### src/rtl/mft_pkg.sv
package mft_pkg;

  localparam int SLOT_W          = 4;
  localparam int POS_W           = 12;
  localparam int Z_W             = 8;
  localparam int NIB_W           = 4;
  localparam int MAX_FINGERS_DEF = 10;
  localparam int QUEUE_DEPTH_DEF = 2;

  localparam logic       ACT_FINGER      = 1'b0;
  localparam logic       ACT_RELEASE_ALL = 1'b1;
  localparam logic [7:0] NIB_LO_MASK     = 8'h0F;
  localparam logic [7:0] NIB_HI_MASK     = 8'hF0;

  typedef struct packed {
    logic              action;
    logic [SLOT_W-1:0] slot_id;
    logic [1:0]        presence_bits;
    logic [7:0]        x_high;
    logic [7:0]        y_high;
    logic [7:0]        xy_low;
    logic [7:0]        width_pair;
    logic [Z_W-1:0]    pressure;
    logic              frame_end;
  } in_item_t;

  typedef struct packed {
    logic [SLOT_W-1:0] out_slot;
    logic              slot_reported;
    logic              touching;
    logic              coords_valid;
    logic [POS_W-1:0]  pos_x;
    logic [POS_W-1:0]  pos_y;
    logic [Z_W-1:0]    out_pressure;
    logic [NIB_W-1:0]  width_major;
    logic [NIB_W-1:0]  width_minor;
    logic              any_pressed;
    logic              last;
  } out_item_t;

  typedef enum logic [1:0] {
    CMD_FINGER      = 2'b01,
    CMD_RELEASE_ALL = 2'b10
  } cmd_kind_t;

  // classified record as it travels through the queue
  typedef struct packed {
    cmd_kind_t         kind;
    logic [SLOT_W-1:0] slot;
    logic              present;
    logic              z_nz;
    logic [POS_W-1:0]  pos_x;
    logic [POS_W-1:0]  pos_y;
    logic [Z_W-1:0]    pressure;
    logic [NIB_W-1:0]  w_major;
    logic [NIB_W-1:0]  w_minor;
    logic              frame_end;
  } cmd_t;

endpackage

### src/rtl/mft_front.sv
module mft_front (
  input  logic            in_valid,
  output logic            in_ready,
  input  mft_pkg::in_item_t in_data,
  input  logic            q_full,
  output logic            q_push,
  output mft_pkg::cmd_t   q_cmd
);
  import mft_pkg::*;

  logic [NIB_W-1:0] w_hi;
  logic [NIB_W-1:0] w_lo;

  assign in_ready = !q_full;
  assign q_push   = in_valid && in_ready;

  assign w_hi = NIB_W'((in_data.width_pair & NIB_HI_MASK) >> NIB_W);
  assign w_lo = NIB_W'(in_data.width_pair & NIB_LO_MASK);

  always_comb begin
    q_cmd           = '0;
    q_cmd.kind      = (in_data.action == ACT_RELEASE_ALL) ? CMD_RELEASE_ALL : CMD_FINGER;
    q_cmd.slot      = in_data.slot_id;
    q_cmd.present   = (in_data.presence_bits != 2'b00);
    q_cmd.z_nz      = (in_data.pressure != '0);
    q_cmd.pos_x     = {in_data.x_high, in_data.xy_low[3:0]};
    q_cmd.pos_y     = {in_data.y_high, in_data.xy_low[7:4]};
    q_cmd.pressure  = in_data.pressure;
    q_cmd.w_major   = (w_hi > w_lo) ? w_hi : w_lo;
    q_cmd.w_minor   = (w_hi > w_lo) ? w_lo : w_hi;
    q_cmd.frame_end = in_data.frame_end;
  end

endmodule

### src/rtl/mft_queue.sv
module mft_queue #(
  parameter int QUEUE_DEPTH = mft_pkg::QUEUE_DEPTH_DEF
) (
  input  logic          clk,
  input  logic          rst_n,
  input  logic          push,
  input  mft_pkg::cmd_t push_cmd,
  output logic          full,
  input  logic          pop,
  output logic          head_valid,
  output mft_pkg::cmd_t head_cmd
);
  import mft_pkg::*;

  localparam int PTR_W = (QUEUE_DEPTH > 1) ? $clog2(QUEUE_DEPTH) : 1;
  localparam int CNT_W = $clog2(QUEUE_DEPTH + 1);

  cmd_t             mem_r [QUEUE_DEPTH];
  logic [PTR_W-1:0] wr_ptr_r, wr_ptr_nxt;
  logic [PTR_W-1:0] rd_ptr_r, rd_ptr_nxt;
  logic [CNT_W-1:0] cnt_r, cnt_nxt;

  assign full       = (cnt_r == CNT_W'(QUEUE_DEPTH));
  assign head_valid = (cnt_r != '0);
  assign head_cmd   = mem_r[rd_ptr_r];

  always_comb begin
    wr_ptr_nxt = wr_ptr_r;
    rd_ptr_nxt = rd_ptr_r;
    cnt_nxt    = cnt_r;
    if (push) begin
      wr_ptr_nxt = (wr_ptr_r == PTR_W'(QUEUE_DEPTH - 1)) ? '0 : wr_ptr_r + 1'b1;
    end
    if (pop) begin
      rd_ptr_nxt = (rd_ptr_r == PTR_W'(QUEUE_DEPTH - 1)) ? '0 : rd_ptr_r + 1'b1;
    end
    if (push && !pop) begin
      cnt_nxt = cnt_r + 1'b1;
    end else if (pop && !push) begin
      cnt_nxt = cnt_r - 1'b1;
    end
  end

  always_ff @(posedge clk) begin
    if (!rst_n) begin
      wr_ptr_r <= '0;
      rd_ptr_r <= '0;
      cnt_r    <= '0;
    end else begin
      wr_ptr_r <= wr_ptr_nxt;
      rd_ptr_r <= rd_ptr_nxt;
      cnt_r    <= cnt_nxt;
    end
  end

  always_ff @(posedge clk) begin
    if (push) begin
      mem_r[wr_ptr_r] <= push_cmd;
    end
  end

  a_no_overflow: assert property (@(posedge clk) disable iff (!rst_n)
    full |-> !push) else $error("queue push while full");
  a_no_underflow: assert property (@(posedge clk) disable iff (!rst_n)
    !head_valid |-> !pop) else $error("queue pop while empty");
  a_cnt_bound: assert property (@(posedge clk) disable iff (!rst_n)
    cnt_r <= CNT_W'(QUEUE_DEPTH)) else $error("queue count out of range");

endmodule

### src/rtl/mft_back.sv
module mft_back #(
  parameter int MAX_FINGERS = mft_pkg::MAX_FINGERS_DEF
) (
  input  logic              clk,
  input  logic              rst_n,
  input  logic              head_valid,
  input  mft_pkg::cmd_t     head_cmd,
  output logic              pop,
  output logic              out_valid,
  input  logic              out_ready,
  output mft_pkg::out_item_t out_data
);
  import mft_pkg::*;

  logic [MAX_FINGERS-1:0] slot_active_r, slot_active_nxt;
  logic                   acc_r, acc_nxt;
  logic [SLOT_W-1:0]      walk_cnt_r, walk_cnt_nxt;
  logic                   out_valid_r, out_valid_nxt;
  out_item_t              out_data_r, out_data_nxt;

  logic                   emit;
  logic                   is_rel;
  logic                   walk_last;
  logic [MAX_FINGERS-1:0] sel;
  logic                   in_range;
  logic                   act;
  logic                   new_act;
  logic                   pressed;
  out_item_t              res;

  assign is_rel    = (head_cmd.kind == CMD_RELEASE_ALL);
  assign walk_last = (walk_cnt_r == SLOT_W'(MAX_FINGERS - 1));
  assign emit      = head_valid && (!out_valid_r || out_ready);
  assign pop       = emit && (!is_rel || walk_last);

  always_comb begin
    for (int i = 0; i < MAX_FINGERS; i++) begin
      sel[i] = (head_cmd.slot == SLOT_W'(i));
    end
  end

  assign in_range = ({1'b0, head_cmd.slot} < (SLOT_W + 1)'(MAX_FINGERS));
  assign act      = |(slot_active_r & sel);
  // present record: activates on nonzero pressure; absent: releases
  assign new_act  = head_cmd.present ? (act || head_cmd.z_nz) : 1'b0;
  assign pressed  = in_range && head_cmd.present && new_act;

  always_comb begin
    res = '0;
    if (is_rel) begin
      res.out_slot      = walk_cnt_r;
      res.slot_reported = 1'b1;
      res.last          = walk_last;
    end else begin
      res.out_slot = head_cmd.slot;
      if (in_range) begin
        if (head_cmd.present) begin
          if (new_act) begin
            res.slot_reported = 1'b1;
            res.touching      = head_cmd.z_nz;
            res.coords_valid  = 1'b1;
            res.pos_x         = head_cmd.pos_x;
            res.pos_y         = head_cmd.pos_y;
            res.out_pressure  = head_cmd.pressure;
            res.width_major   = head_cmd.w_major;
            res.width_minor   = head_cmd.w_minor;
          end
        end else begin
          res.slot_reported = act;
        end
      end
      if (head_cmd.frame_end) begin
        res.any_pressed = acc_r || pressed;
        res.last        = 1'b1;
      end
    end
  end

  always_comb begin
    slot_active_nxt = slot_active_r;
    acc_nxt         = acc_r;
    walk_cnt_nxt    = walk_cnt_r;
    out_valid_nxt   = out_valid_r && !out_ready;
    out_data_nxt    = out_data_r;
    if (emit) begin
      out_valid_nxt = 1'b1;
      out_data_nxt  = res;
      if (is_rel) begin
        if (walk_last) begin
          walk_cnt_nxt    = '0;
          slot_active_nxt = '0;
          acc_nxt         = 1'b0;
        end else begin
          walk_cnt_nxt = walk_cnt_r + 1'b1;
        end
      end else begin
        if (in_range) begin
          for (int i = 0; i < MAX_FINGERS; i++) begin
            if (sel[i]) begin
              slot_active_nxt[i] = new_act;
            end
          end
        end
        acc_nxt = head_cmd.frame_end ? 1'b0 : (acc_r || pressed);
      end
    end
  end

  always_ff @(posedge clk) begin
    if (!rst_n) begin
      slot_active_r <= '0;
      acc_r         <= 1'b0;
      walk_cnt_r    <= '0;
      out_valid_r   <= 1'b0;
    end else begin
      slot_active_r <= slot_active_nxt;
      acc_r         <= acc_nxt;
      walk_cnt_r    <= walk_cnt_nxt;
      out_valid_r   <= out_valid_nxt;
    end
  end

  always_ff @(posedge clk) begin
    out_data_r <= out_data_nxt;
  end

  assign out_valid = out_valid_r;
  assign out_data  = out_data_r;

  a_walk_clears: assert property (@(posedge clk) disable iff (!rst_n)
    emit && is_rel && walk_last |=> (slot_active_r == '0) && !acc_r)
    else $error("release-all left state set");
  a_walk_bound: assert property (@(posedge clk) disable iff (!rst_n)
    {1'b0, walk_cnt_r} < (SLOT_W + 1)'(MAX_FINGERS))
    else $error("walk counter past last slot");
  a_any_only_last: assert property (@(posedge clk) disable iff (!rst_n)
    out_valid_r && out_data_r.any_pressed |-> out_data_r.last)
    else $error("any_pressed off the last word");
  a_coords_reported: assert property (@(posedge clk) disable iff (!rst_n)
    out_valid_r && out_data_r.coords_valid |-> out_data_r.slot_reported)
    else $error("coords on unreported slot");

endmodule

### src/rtl/multitouch_finger_tracker_top.sv
// Finger-slot tracker. Takes one finger-record word per cycle into a short queue (QUEUE_DEPTH
// words); in_ready drops only when that queue is full. Each finger record gives exactly one
// result word, registered once it reaches the head of the queue, so a steady stream runs at
// one word per cycle while out_ready is high. A release-all word walks all MAX_FINGERS slots
// with the back-end walk counter, one slot per cycle while out_ready is high; records behind
// it wait in the queue. Slot activity and the per-frame pressed flag are flops cleared at reset.
module multitouch_finger_tracker_top #(
  parameter int MAX_FINGERS = mft_pkg::MAX_FINGERS_DEF,
  parameter int QUEUE_DEPTH = mft_pkg::QUEUE_DEPTH_DEF
) (
  input  logic               clk,
  input  logic               rst_n,
  input  logic               in_valid,
  output logic               in_ready,
  input  mft_pkg::in_item_t  in_data,
  output logic               out_valid,
  input  logic               out_ready,
  output mft_pkg::out_item_t out_data
);
  import mft_pkg::*;

  logic q_full;
  logic q_push;
  logic q_pop;
  logic head_valid;
  cmd_t push_cmd;
  cmd_t head_cmd;

  mft_front u_front (
    .in_valid (in_valid),
    .in_ready (in_ready),
    .in_data  (in_data),
    .q_full   (q_full),
    .q_push   (q_push),
    .q_cmd    (push_cmd)
  );

  mft_queue #(
    .QUEUE_DEPTH (QUEUE_DEPTH)
  ) u_queue (
    .clk        (clk),
    .rst_n      (rst_n),
    .push       (q_push),
    .push_cmd   (push_cmd),
    .full       (q_full),
    .pop        (q_pop),
    .head_valid (head_valid),
    .head_cmd   (head_cmd)
  );

  mft_back #(
    .MAX_FINGERS (MAX_FINGERS)
  ) u_back (
    .clk        (clk),
    .rst_n      (rst_n),
    .head_valid (head_valid),
    .head_cmd   (head_cmd),
    .pop        (q_pop),
    .out_valid  (out_valid),
    .out_ready  (out_ready),
    .out_data   (out_data)
  );

endmodule
### config.mk
export PLATFORM = sky130hd
export DESIGN_NAME = multitouch_finger_tracker_top
export DESIGN_NICKNAME = d
export VERILOG_FILES = /design/src/rtl/mft_pkg.sv /design/src/rtl/mft_front.sv /design/src/rtl/mft_queue.sv /design/src/rtl/mft_back.sv /design/src/rtl/multitouch_finger_tracker_top.sv
export SDC_FILE = /design/constraint.sdc
export NUM_CORES = 1
export LEC_CHECK = 0
export ABC_AREA = 1
export BUFFER_PORTS_ARGS = -buffer_cell sky130_fd_sc_hd__buf_4
export CAP_MARGIN = 0
export CORE_ASPECT_RATIO = 0.5
export CORE_UTILIZATION = 30
export DETAILED_ROUTE_END_ITERATION = 8
export GPL_TIMING_DRIVEN = 0
export PLACE_DENSITY_LB_ADDON = 0.12
export SETUP_SLACK_MARGIN = 0.02
export SYNTH_ARGS = -nofsm -noshare
export SYNTH_HDL_FRONTEND = slang
export SYNTH_HIERARCHICAL = 1
export SYNTH_SLANG_ARGS = --single-unit
### constraint.sdc
create_clock -name clk -period 8 [get_ports clk]
set_input_delay 1.2 -clock clk [delete_from_list [all_inputs] [get_ports clk]]
set_output_delay 1.2 -clock clk [all_outputs]
set_load 0.005 [all_outputs]
==> metrics.txt, run 1 <==
CP required 8.18 ns; H-tree depth 4; drt pass-1 iters 7; core area 23,280 µm²; power density over cell area 361.5 nW/µm²; Slew Viols, Final 0; worst skew pair latency 0.43 ns; global route overflow 0; via count 4,122; row cnt 39; Tcrit/Tclk final 31.79%; kind of critical path reg -> reg; Lkg Pwr 3.568 nW; post-detail-place hpwl 9659 µm; drc violations 0; max_slew headroom 45.99%; fmax 393.2 MHz; post-layout util 37.97%; worst vdd rail ir drop 0.0001462 V; DRT antenna net count 0; status finished, final reports clean; Setup crit end kind register; Fin Setup TNS 0 ns; Worst-path clk slew 0.06 ns; sw frac 30.66%; Initial Utilization 31.17%; Arr. time, crit path 2.73 ns; max-cap violations 0; sequential share of the synthesized area 66.64%; # IOs 103; Synth Area in Compound Gates 3.294%; Comb pwr share 32.4%; Post-Synth XOR/XNOR Area 0%; number of global-route vias before repair 4,014; Syn Inst Count 568; crit-path max FO 10; Worst Slack Setup Final 5.457 ns; Psw 979.6 µW; crit start category register; Mapped Nets 625; Ant. Diodes 0; die area 24,850 µm²; Hold Crit Class reg -> reg; post-layout min period 2.543 ns; Final Hold Fails 0; Flop pwr share 41.8%; Simple-Gate Fraction of Synth Area 11.16%; multiplexer share of the synthesized area 8.123%; total power 3.195 mW; Adder-Cell Fraction of Synth Area 0.8624%; Place WS 5.033 ns; final WL 14,280 µm; Net count, final 720; largest family of logic cells by synthesized area simple AND/OR/NAND/NOR gates; Die W 221.9 µm; cts bufs inserted 17; mean number of vias per cell 4.198; Setup Skew 0.009577 ns; initial antenna violation count 0; clock tree sinks 168; Filler Cell Count 2,219; Post-CTS Hold Fix Bufs 0; WL per Instance 14.54 µm; Avg Cell Area, Syn 12.77 µm²; Yosys warnings 6; Slew @ Worst Pin 0.8082 ns; CTS Root Cell clkbuf_16; Clk network pwr share 25.8%; Iter 0 DRT Violations 203; Clock Path Buffers 2; Mapped Area 7254 µm²; setup repair bufs after CTS 0; Internal 2.215 mW; flops & latches, synth 168; first-pass GRT wire length 22,390 µm; unrepaired setup endpoints after global routing no; Final Wtd Congestion 0.7449; largest net degree at the start of global routing 35; CTS tree built; P&R area growth vs syn 21.84%; Tot GR Track Use 12.25%; Die Ht 112.0 µm; setup violators final 0; share of layout cells above drive strength 1 38.52%; cts repair resizes 0; port bufs 73; post-synthesis cell type count 28
[worst paths after layout]
kind | slack, ns | startpoint | end | cells past startpoint
hold / removal | 0.47 | u_back/acc_r | u_back/acc_r | 2
hold reg to reg | 0.47 | u_back/acc_r | u_back/acc_r | 2
setup / recovery | 5.46 | register | u_back/out_data[5] | 13
setup reg to reg | 5.46 | register | u_back/out_data[5] | 13
[metrics by stage]
stage	hold slack (ns)	std cells	cell area (µm²)
detailed placement	0.4649	951	8254
global placement	0.4568	948	8187
floorplan	0.4420	568	7254
finish	0.4732	982	8838
CTS	0.4738	982	8838
global route	0.5114	982	8838
[registers in the layout, indices dropped and copies added, names as in the netlist, named ones only]
name and count:
u_back/out_data 49, u_queue/wr_ptr_r 1, u_back/out_valid 1, u_back/walk_cnt_r 4
u_queue/cnt_r 2, u_back/acc_r 1, u_queue/rd_ptr_r 1, u_queue/mem_r 98
u_back/slot_active_r 10
[logic make-up (layout without fill, tap and decap cells)]
| group | count (synthesis) | count (layout) |
|---|---|---|
| DFF | 168 | 168 |
| and+or+nand+nor | 163 | 163 |
| buffers and inverters | 136 | 243 |
| muxes | 49 | 49 |
| AOI/OAI and AO/OA | 47 | 47 |
| adders and majority gates | 5 | 5 |
[worst max-delay path, cell delays in order (launching register included)]
cell,delay [ns]
dfxtp_1,0.44
buf_4,0.26
mux2_2,0.42
inv_1,0.15
nor2_2,0.07
nand3_1,0.06
nand2_1,0.07
nor2_1,0.17
nand4_2,0.15
nand3_2,0.10
inv_2,0.05
nand2_4,0.10
buf_6,0.19
nor2_2,0.06
[layout make-up]
cell class,count,area [µm²],area share [%]
flip-flops and latches,168,4835,54.70
multi-input cells,264,1708,19.32
repair buffers,76,608.1,6.880
clock buffers,20,436.7,4.941
plain buffers,52,404.1,4.572
well taps,307,384.1,4.346
inverters,84,315.3,3.567
clock inverters,11,147.6,1.670
[cells in the mapped netlist]
cell | instances | area [µm²]
buf_8 | 1 | 15.01
o21ai_0 | 18 | 90.09
mux2_2 | 39 | 439.2
nand4_1 | 1 | 6.260
nand4_2 | 1 | 12.51
nand3_1 | 22 | 110.1
nor4_1 | 2 | 12.51
nor2_1 | 32 | 120.1
clkbuf_1 | 2 | 7.510
nand2_1 | 51 | 191.4
nor2_2 | 44 | 275.3
nor2_4 | 1 | 11.26
mux2_4 | 10 | 150.1
nand3_2 | 2 | 20.02
a21oi_1 | 28 | 140.1
inv_2 | 3 | 11.26
or2_2 | 1 | 6.260
ha_1 | 5 | 62.56
buf_6 | 5 | 56.30
buf_2 | 2 | 10.01
buf_4 | 42 | 315.3
o32ai_1 | 1 | 8.760
nand2_4 | 2 | 22.52
nor3_1 | 3 | 15.01
inv_1 | 81 | 304.0
nand2_2 | 1 | 6.260
edfxtp_1 | 147 | 4414
dfxtp_1 | 21 | 420.4
[per-layer routing]
| metal | GRT usage, % | vias to the layer above | routed length, µm |
|---|---|---|---|
| met3 | 3.537 | 15 | 456 |
| met4 | 4.213 | 0 | 208 |
| li1 | - | 2067 | - |
| met5 | 0 | - | 0 |
| met1 | 15.46 | 1979 | 6678 |
| met2 | 20.21 | 61 | 6937 |
[cells in the final DEF (no fill, tap or decap), types with 2 or more instances in the layout]
cell	instances
buf_12	3
inv_6	2
mux2_2	39
mux2_4	10
buf_2	2
nand3_1	22
clkbuf_16	17
bufinv_16	3
buf_6	5
clkbuf_1	5
nor2_1	31
nand3_2	2
buf_4	115
a21oi_1	28
clkinvlp_4	3
ha_1	5
edfxtp_1	147
nor4_1	2
o21ai_0	18
inv_1	79
nand2_1	51
nor3_1	3
nand2_4	2
nor2_2	44
nor2_4	2
inv_2	5
dfxtp_1	21
[power by group through the flow]
stage	clock network (mW)	registers [mW]	logic (mW)
after floorplan	0	1.37	0.615
after global placement	0	1.37	1.04
after detailed placement	0	1.36	1.06
after CTS	0.848	1.34	1.07
after global routing	0.889	1.36	1.15
final	0.825	1.33	1.04
Note: power is estimated with default switching activity, not from simulation.
==> inputs of run 2 (changes only) <==
==> constraint.sdc (replaced) <==
create_clock -name clk -period 2.64 [get_ports clk]
set_input_delay 0.396 -clock clk [delete_from_list [all_inputs] [get_ports clk]]
set_output_delay 0.396 -clock clk [all_outputs]
set_load 0.005 [all_outputs]
==> metrics.txt, run 2 (synthesis results as in run 1) <==
placed cells 952; crit start category register; Initial Utilization 31.17%; sequential standard cell area 4836 µm²; cts bufs inserted 17; Tcrit/Tclk final 90.64%; Crit path largest cell delay 0.38 ns; hold path startpoint in_data[27]; Internal 6.787 mW; CP max stage cell dfxtp_2; P&R area growth vs syn 22.42%; Arr. time, crit path 2.55 ns; max reg flops 98; most frequent cells in the layout edfxtp_1 (147), buf_4 (114), inv_1 (79); fmax 417.9 MHz; Hold Crit Class in -> reg; status finished, final reports clean; Worst Slack Setup Final 0.2470 ns; global route overflow 0; Slew @ Worst Pin 0.6453 ns; sequence of cells on the critical path buf_6 -> mux2_2 -> nor2_1 -> buf_2 -> clkbuf_1 -> o21ai_0; setup violators final 0; clock tree sinks 168; port bufs 73; footprint of the multi-input gates 1710 µm²; Die Ht 112.0 µm; max-cap violations 0; worst skew pair latency 0.43 ns; via count 4,174; Clock Path Buffers 2; CTS Root Cell clkbuf_16; power density over cell area 1097 nW/µm²; Iter 0 DRT Violations 207; Tot GR Track Use 12.11%; Final Hold Fails 0; Setup crit end kind register; Final Wtd Congestion 0.7551; DRT antenna net count 0; sw frac 30.36%; Net count, final 721; WL per Instance 14.63 µm; core area 23,280 µm²; largest net degree at the start of global routing 32; drc violations 0; number of global-route vias before repair 4,107; worst vdd rail ir drop 0.0003804 V; Psw 2.958 mW; family with the most delay on the worst path buffers and inverters; Ant. Diodes 0; Post-CTS Hold Fix Bufs 0; Place WS 0.1221 ns; Filler Cell Count 2,216; first-pass GRT wire length 22,400 µm; final WL 14,390 µm; Clk network pwr share 25.9%; Worst-path clk slew 0.07 ns; Flop pwr share 41.7%; initial antenna violation count 0; drt pass-1 iters 6; CTS tree built; # IOs 103; largest register by flop count u_queue/mem_r; share of layout cells above drive strength 1 38.85%; Slew Viols, Final 0; row cnt 39; unrepaired setup endpoints after global routing no; CP required 2.80 ns; kind of critical path reg -> reg; H-tree depth 4; post-layout min period 2.393 ns; most common cell after layout, fill and taps aside edfxtp_1; CP Buf/Inv Count 3; Die W 221.9 µm; Lkg Pwr 3.592 nW; mean number of vias per cell 4.242; crit-path max FO 10; Setup Skew 0.009995 ns; die area 24,850 µm²; max_slew headroom 56.92%; Finished Layout Cells 984; post-detail-place hpwl 9773 µm; Comb pwr share 32.4%
run 2: changes by cell type in the layout (fill, tap and decap cells not counted), sizes merged:
cell      delta
clkinv       +1
clkbuf       +3
clkinvlp     -1
inv          -2
buf          +1
run 2: metrics by stage:
step | cell area [µm²] | TNS (ns) | utilization (%) | hold WS [ns] | power [mW]
2_1_floorplan | 7257 | 0 | - | 0.4420 | 5.999
3_3_place_gp | 8189 | -74.83 | 35.18 | 0.4604 | 7.269
3_5_place_dp | 8282 | 0 | 35.58 | 0.4659 | 7.348
4_1_cts | 8874 | 0 | 38.12 | 0.1267 | 9.915
5_1_grt | 8881 | 0 | 38.16 | 0.1246 | 10.32
6_report | 8881 | 0 | 38.16 | 0.1513 | 9.746
run 2: worst paths after layout:
| check | end | slack, ns | depth (start not counted) |
|---|---|---|---|
| worst max-delay path | u_back/out_data[46] | 0.25 | 6 |
| worst min register to register | u_back/acc_r | 0.47 | 2 |
| worst min-delay path | u_queue/mem_r[1][23] | 0.15 | 1 |
| worst max register to register | u_back/out_data[46] | 0.25 | 6 |
run 2: per-layer routing:
| metal | routed length, µm | GRT usage [%] |
|---|---|---|
| met1 | 6788 | 15.55 |
| met2 | 6998 | 19.50 |
| met3 | 436 | 3.510 |
| met4 | 168 | 4.398 |
| met5 | 0 | 0 |
run 2: power groups by stage:
stage               logic [mW]  registers (mW)  clock network (mW)
finish                    3.16            4.06                2.52
global route              3.49            4.13                2.70
CTS                       3.24            4.07                2.60
detailed placement        3.23            4.12                   0
global placement          3.13            4.14                   0
floorplan                 1.87            4.13                   0
run 2: area by class of cell:
type | count | area share (%)
flip-flops and latches | 168 | 54.45
clock inverters | 9 | 1.395
repair buffers | 77 | 7.157
clock buffers | 23 | 5.269
inverters | 84 | 3.550
well taps | 307 | 4.325
plain buffers | 52 | 4.593
multi-input cells | 264 | 19.26
run 2: what timing repair did:
action                                  4_1_cts  5_1_grt
gates resized for setup                       0        3
setup buffers                                 0        0
endpoints found under the setup margin        0       41
==> inputs of run 3 (changes only) <==
--- a/config.mk
+++ b/config.mk
@@ -12,8 +12,10 @@
 export CORE_UTILIZATION = 30
 export DETAILED_ROUTE_END_ITERATION = 8
 export GPL_TIMING_DRIVEN = 0
+export MAX_ROUTING_LAYER = met4
 export PLACE_DENSITY_LB_ADDON = 0.12
 export SETUP_SLACK_MARGIN = 0.02
+export SLEW_MARGIN = 20
 export SYNTH_ARGS = -nofsm -noshare
 export SYNTH_HDL_FRONTEND = slang
 export SYNTH_HIERARCHICAL = 1
==> metrics.txt, run 3 (synthesis results as in run 1) <==
Die Ht 112.0 µm; kind of critical path reg -> reg; first-pass GRT wire length 22,490 µm; largest net degree at the start of global routing 50; cts bufs inserted 17; drt pass-1 iters 6; max_slew headroom 49.58%; sequential standard cell area 4836 µm²; global route overflow 0; family with the most delay on the worst path buffers and inverters; core area 23,280 µm²; footprint of the multi-input gates 1708 µm²; Final Wtd Congestion 0.7649; Filler Cell Count 2,224; Lkg Pwr 3.586 nW; DRT antenna net count 0; Post-CTS Hold Fix Bufs 0; post-detail-place hpwl 9693 µm; mean number of vias per cell 4.311; Tot GR Track Use 12.53%; met3 wire len 527 µm; worst skew pair latency 0.42 ns; max reg flops 98; worst vdd rail ir drop 0.0003916 V; port bufs 73; power density over cell area 1099 nW/µm²; Iter 0 DRT Violations 191; Tcrit/Tclk final 91.59%; worst hold slack 0.1577 ns; setup repair bufs after CTS 0; worst setup path end u_back/out_data[46]; Fin Setup TNS 0 ns; # IOs 103; max-cap violations 0; met1 wire length 6827 µm; Arr. time, crit path 2.56 ns; crit start category register; Final Hold Fails 0; WL per Instance 14.79 µm; initial antenna violation count 0; H-tree depth 4; setup violators final 0; met2 wire length 7049 µm; sequence of cells on the critical path buf_6 -> mux2_2 -> nor2_1 -> buf_2 -> clkbuf_1 -> o21ai_0; CP max stage cell dfxtp_2; number of global-route vias before repair 4,150; via count 4,238; final WL 14,540 µm; Worst-path clk slew 0.07 ns; CP Buf/Inv Count 3; share of layout cells above drive strength 1 38.61%; clock tree sinks 168; P&R area growth vs syn 22.30%; Initial Utilization 31.17%; Clock Path Buffers 2; most frequent cells in the layout edfxtp_1 (147), buf_4 (114), inv_1 (79); Die W 221.9 µm; fmax 413.6 MHz; post-layout min period 2.418 ns; Ant. Diodes 0; DR top layer met4; crit-path max FO 10; Crit path largest cell delay 0.38 ns; FF-to-FF path depth 6; CTS tree built; Crit. path cell count 6; Slew Viols, Final 0; unrepaired setup endpoints after global routing no; Net count, final 720; Setup crit end kind register; Slew @ Worst Pin 0.7564 ns; R2R setup slack 0.22 ns; Hold Crit Class in -> reg; cts repair resizes 0; row cnt 39; Setup Skew 0.01080 ns; most common cell after layout, fill and taps aside edfxtp_1; CP required 2.78 ns; drc violations 0; die area 24,850 µm²; CTS Root Cell clkbuf_16; Reg2Reg Capture Point u_back/out_data[46]; status finished, final reports clean; largest register by flop count u_queue/mem_r
## run 3: how the worst min path moves through the flow
stage | to | cells past startpoint | from | slack, ns
floorplan | u_back/acc_r | 2 | u_back/acc_r | 0.44
global placement | u_back/acc_r | 2 | u_back/acc_r | 0.46
detailed placement | u_back/acc_r | 2 | u_back/acc_r | 0.47
CTS | u_queue/mem_r[0][38] | 1 | in_data[38] | 0.13
global route | u_queue/mem_r[1][23] | 1 | in_data[27] | 0.13
finish | u_queue/mem_r[1][28] | 1 | in_data[32] | 0.16
## run 3: routing by layer
layer	up-vias	GRT usage, %
li1	2071	-
met1	2080	15.61
met2	75	19.77
met3	12	3.510
met4	0	3.889
met5	-	-
## run 3: through the flow
stage | cell area, µm² | total power, mW | worst slack (ns) | utilization (%) | cells
2_1_floorplan | 7257 | 5.999 | 0.2728 | - | 568
3_3_place_gp | 8189 | 7.269 | -0.9682 | 35.18 | 948
3_5_place_dp | 8267 | 7.324 | 0.09775 | 35.52 | 951
4_1_cts | 8867 | 9.916 | 0.07268 | 38.10 | 983
5_1_grt | 8872 | 10.32 | 0.02589 | 38.12 | 983
6_report | 8872 | 9.747 | 0.2220 | 38.12 | 983
## run 3: final cells by class
type / count / share of cell area, %
Sequential cell: 168 / 54.51
Multi-Input combinational cell: 264 / 19.25
Timing Repair Buffer: 76 / 6.938
Clock buffer: 22 / 5.345
Buffer: 52 / 4.597
Tap cell: 307 / 4.329
Inverter: 84 / 3.610
Clock inverter: 10 / 1.424
## run 3: power by group
group / switching [mW] / internal [mW]
clock network: 0.988 / 1.55
registers: 0.222 / 3.84
logic: 1.76 / 1.39
total: 2.97 / 6.78
